## config.mk

```make
export PLATFORM = sky130hd
export DESIGN_NAME = spk48_round
export DESIGN_NICKNAME = d
export VERILOG_FILES = /design/src/hdl/spk48_pkg.sv /design/src/hdl/spk48_round.sv
export SDC_FILE = /design/constraint.sdc
export NUM_CORES = 1
export LEC_CHECK = 0
export ABC_AREA = 1
export ABC_CLOCK_PERIOD_IN_PS = 5950
export CAP_MARGIN = 10
export CORE_MARGIN = 10
export CORE_UTILIZATION = 39
export DETAILED_ROUTE_END_ITERATION = 7
export DONT_BUFFER_PORTS = 1
export PLACE_DENSITY = 0.51
export REMOVE_ABC_BUFFERS = 1
export SYNTH_ARGS = -nofsm -noshare
export SYNTH_HDL_FRONTEND = slang
export SYNTH_SLANG_ARGS = --single-unit
```

## constraint.sdc

```tcl
create_clock -name clock -period 5.95 [get_ports clock]
set_input_delay 1.19 -clock clock [delete_from_list [all_inputs] [get_ports clock]]
set_output_delay 1.19 -clock clock [all_outputs]
set_load 0.01 [all_outputs]
```

## src/hdl/spk48_pkg.sv

```systemverilog
// Package for the Speck48/72 core: word widths, payload types, register map
// and the word rotations. Used by every module of the core; depends on nothing.
package spk48_pkg;

   localparam int WORD_W     = 24;
   localparam int SPK_ROUNDS = 22;
   localparam int CSR_ADDR_W = 4;
   localparam int CSR_DATA_W = 32;

   typedef logic [WORD_W-1:0] word_type;

   typedef struct packed {
      logic     op;
      word_type word_x_in;
      word_type word_y_in;
   } req_payload_type;

   typedef struct packed {
      word_type word_x_out;
      word_type word_y_out;
   } rsp_payload_type;

   typedef struct packed {
      logic     op;
      word_type x;
      word_type y;
   } stage_data_type;

   typedef enum logic [1:0] {
      REG_KEY_L1 = 2'd0,
      REG_KEY_L0 = 2'd1,
      REG_KEY_K0 = 2'd2,
      REG_NONE   = 2'd3
   } reg_index_type;

   localparam logic OP_ENCRYPT = 1'b0;
   localparam logic OP_DECRYPT = 1'b1;

   function automatic word_type ror8(input word_type v);
      return {v[7:0], v[WORD_W-1:8]};
   endfunction

   function automatic word_type rol8(input word_type v);
      return {v[WORD_W-9:0], v[WORD_W-1:WORD_W-8]};
   endfunction

   function automatic word_type rol3(input word_type v);
      return {v[WORD_W-4:0], v[WORD_W-1:WORD_W-3]};
   endfunction

   function automatic word_type ror3(input word_type v);
      return {v[2:0], v[WORD_W-1:3]};
   endfunction

endpackage

```

## src/hdl/spk48_round.sv

```systemverilog
// One pipeline stage of the Speck48/72 core: a single encryption or
// decryption round followed by the stage register. Depends on spk48_pkg.
module spk48_round (
   input  logic                      clock,
   input  logic                      reset,
   input  logic                      load,
   input  logic                      valid_in,
   input  spk48_pkg::stage_data_type data_in,
   input  spk48_pkg::word_type       key_enc,
   input  spk48_pkg::word_type       key_dec,
   output logic                      valid_out,
   output spk48_pkg::stage_data_type data_out
);
   import spk48_pkg::*;

   logic           valid_ff;
   stage_data_type data_ff;
   stage_data_type data_in_next;
   word_type       enc_x;
   word_type       dec_y;

   always_comb begin
      enc_x              = (ror8(data_in.x) + data_in.y) ^ key_enc;
      dec_y              = ror3(data_in.y ^ data_in.x);
      data_in_next.op    = data_in.op;
      if (data_in.op == OP_DECRYPT) begin
         data_in_next.y = dec_y;
         data_in_next.x = rol8((data_in.x ^ key_dec) - dec_y);
      end else begin
         data_in_next.x = enc_x;
         data_in_next.y = rol3(data_in.y) ^ enc_x;
      end
   end

   always_ff @(posedge clock) begin
      if (reset) begin
         valid_ff <= 1'b0;
      end else if (load) begin
         valid_ff <= valid_in;
      end
   end

   always_ff @(posedge clock) begin
      if (load) begin
         data_ff <= data_in_next;
      end
   end

   assign valid_out = valid_ff;
   assign data_out  = data_ff;

endmodule

```

; ---- Word-level counts from Yosys, hierarchy flattened
; Cells that the tools add are included.
[op_classes]
add_sub_neg = 2
muxes = 1
n_bitwise = 4
[ops]
columns = op, n
row1 = 24-bit XOR, 4
row2 = 48-bit 2-to-1 mux, 1
row3 = 24-bit adder, 1
row4 = 24-bit subtractor, 1
[totals]
ff_bits = 50
inputBits = 101
out_inout_bits = 50
wordCells = 11

; ---- Longest topological paths before layout
[logic_depth]
word_depth = 4
mapped_depth = 15
ltp_nobuf = 15

; ---- Least setup slack after synthesis
; No wires, ideal clock.
[synth_timing]
kind = input -> register
from = input port data_in[27] in the netlist's numbering
to = register data_ff, in the netlist data_out[42], data pin
setup_time_ns = 0.253
arrival_ns = 2.676
path_slack_ns = 3.021
path_stages = 14
n_path_buf = 0
path_cell_list = xor2_1 > ha_1 > inv_1 > fa_1 > nand2_1 > nand2_1 > nand3b_1 > nand2_2 > nand3_1 > nand2_2 > nand3_1 > nand3_1 > nand3_1 > nand2_1
[synth_rtl]
columns = item, line_no
row1 = start: declaration, spk48_round.sv:8  ; input spk48_pkg::stage_data_type data_in,
row2 = end signal: assignment, spk48_round.sv:45  ; data_ff <= data_in_next;
row3 = end: declaration, spk48_round.sv:17  ; stage_data_type data_ff;

==> results.md <==
* Simple-gate share of the synthesized area at around 36%
* Max cap viols at 0
* Cells after Synth at between 900 and 1k
* CTS H-tree lvls at 2
* Row cnt at 46
* Largest net degree at the start of global routing at roughly 50
* R2r setup slk at roughly 5.3 ns
* Top-count cell post-synth: nand2_1
* Ant. Diodes at 0
* RSZ-0062 raised after global routing: false
* Ys flop type: edfxtp_1
* Final period util at 51.1%
* Worst r2r src: valid_out
* Status: completed
* Crit path launch type: primary input
* Post-synth EDFFs at 49
* Postcts setup bufs at 0
* Pins Over Slew Limit at 0
* Global-route wire length before repair at 36.1 mm
* WP data arrival at between 3 and 4 ns
* Max_slew headroom at between 60% and 70%
* PD cells at 241 nW/um2
* Clock latency on the worst-skew pair at roughly 0.30 ns
* Min-Delay Path Depth at 2
* Max VDD drop at 0.116 mV
* Xor/xnor cell area share of the yosys netlist at a little over an eighth
* Setup TNS at 0 ns
* Net count, final at ~1.1k
* Largest family of logic cells by synthesized area: simple AND/OR/NAND/NOR gates
* Clk slew on worst S/H paths at 0.08 ns
* Synthesis Warnings at 0
* CTS tree: built
* Fmax at 329 MHz
* Die area at 21400 um2
* TritonCTS Sinks at 50
* Reg2reg end: valid_out
* Compound-Gate Fraction of Synth Area at under 10%
* Tot GR Track Use at between 20% and 30%
* DR WL/cell at 21.6 um
* Gr ovfl total at 0
* Initial antenna violation count at 1
* Mux contribution to synthesized area at 0.161%
* Setup Viol. Count Final at 0
* Pleak at between 3 and 4 nW
* Vias at 6027
* CTS Hold Buffers Added at 0
* Final WL at between 20 and 25 mm
* # IOs at roughly 150
* Mapped Area at 6230 um2
* Worst hold path class: reg -> reg
* Fill cells at 1763
* FFs w/ async S/R, synth at 0%
* Detailed placer's ending HPWL at ~21 mm
* Critical Path Sink Type: flip-flop
* Synth top cells by count: nand2_1, inv_1, nand3_1
* Clock Skew at 0 ns
* Post-synthesis sequential area ratio at between 20% and 30%
* Top post-synthesis cells by area: edfxtp_1, nand2_1, xor2_1
* # DRC at 0
* Crit Path Max Fanout at 5
* Initial Util at between 30% and 40%
* Core Box Area at 15800 um2
* Vias/cell at between 5 and 6
* Synth cell types at 42
* Number of synthesized register bits at 50
* Syn avg cell area at 6.71 um2
* Share of cells above drive strength 1 at 5.72%
* RePlAce Congestion at ~0.94
* Longest Clk Path Bufs at 2
* Hold Path End: valid_out
* Crit Path Category: in -> reg
* Final worst path period need at about 3.0 ns
* R2R depth at 2
* Area growth, synth to finish at 5.98%
* Die height at between 100 and 150 um
* DRT Pass-1 Iters at 5
* Worst-Margin Slew at around 0.57 ns
* Final hold violations at 0
* Starting DRT DRC Count at 483
* Synth area leader: edfxtp_1
* Clk root buf: clkbuf_16
* Hold Path Origin: valid_out
* Vias in the first global route at around 5.8k
* Post-CTS sizing at 0
* Adder-cell share of the synthesized area at under 10%
* Die width at between 100 and 150 um
* Required @ worst endpoint at about 6.0 ns
* Core Util, Final at approximately two fifths
* Antenna viol nets, final at 0
* Placed insts at ~1.1k
* Non-Filler Instances at between 1k and 1.5k
* CTS Buf Count at 5
* Port Buffers at 0
* Top cell type's share of synthesized area at 23.6%
-- worst max-delay path by stage --
| stage | from | slack, ns | end |
|---|---|---|---|
| after floorplan | data_in[27] | 3.02 | data_out[42] |
| after global placement | key_dec[0] | 2.62 | data_out[42] |
| after detailed placement | data_in[27] | 2.60 | data_out[46] |
| after CTS | key_dec[0] | 2.92 | data_out[46] |
| after global routing | key_dec[0] | 2.74 | data_out[42] |
| final | data_in[27] | 2.91 | data_out[42] |
-- cell usage in the layout, fill, tap and decap left out, drive strengths merged, types with 2 or more instances in the layout --
cell type,count
xor2,71
nand3b,7
edfxtp,49
or2,9
nor3,10
and2,4
nand3,91
a21oi,43
o21bai,2
o22ai,4
o21ai,44
nand2,297
fa,2
clkbuf,7
inv,127
nor2,62
ha,46
xnor2,23
nand4,18
o21a,2
-- stage by stage --
step	power (mW)	setup slack, ns	hold slack [ns]	instance area, um2
finish	1.59	2.91	0.562	6600
global route	1.70	2.74	0.616	6600
CTS	1.59	2.92	0.571	6600
detailed placement	1.25	2.60	0.558	6440
global placement	1.25	2.62	0.555	6440
floorplan	1.04	3.02	0.528	6160
-- sequential cells by signal, summed over array words and instances, names as in the netlist --
signal,cells
valid_out,1
data_out,49
-- where the power goes --
group	leakage [nW]	total, mW	switching [mW]	internal (mW)
sequential	0.487	0.517	0.0520	0.465
clock	0.0781	0.341	0.142	0.200
combinational	2.68	0.731	0.480	0.251
total	3.24	1.59	0.674	0.915
-- metal layers --
metal  global-route usage (%)  up-vias  wire (um)
met5                        0        -         13
li1                         -     3001          -
met1                     26.3     2749       9740
met4                     7.91        2        800
met2                     38.6      236      12100
met3                     5.87       39       2080
-- critical path, stage by stage --
cell	delay [ns]
xor2_1	0.18
ha_1	0.22
inv_1	0.09
fa_1	0.42
nand2_1	0.11
nand2_1	0.07
nand3b_1	0.11
nand2_2	0.11
nand3_1	0.11
nand2_2	0.08
nand3_1	0.11
nand3_1	0.07
nand3_1	0.15
nand2_1	0.08
-- area by class of cell --
| cell class | instances | area [um2] | area share (%) |
|---|---|---|---|
| multi-input combinational | 739 | 4190 | 63.5 |
| sequential | 50 | 1490 | 22.6 |
| inverter | 128 | 480 | 7.28 |
| tap | 216 | 270 | 4.09 |
| clock buffer | 7 | 133 | 2.01 |
| clock inverter | 1 | 30.0 | 0.455 |
| timing repair buffer | 1 | 7.51 | 0.114 |
-- logic make-up (layout without fill, tap and decap cells) --
group,after synthesis,count (layout)
simple gates,500,500
buf+inv,139,137
compound gates,96,96
xor+xnor,94,94
flops,50,50
fa+ha+maj,48,48
mux,1,1
Note: power is estimated with default switching activity, not from simulation.
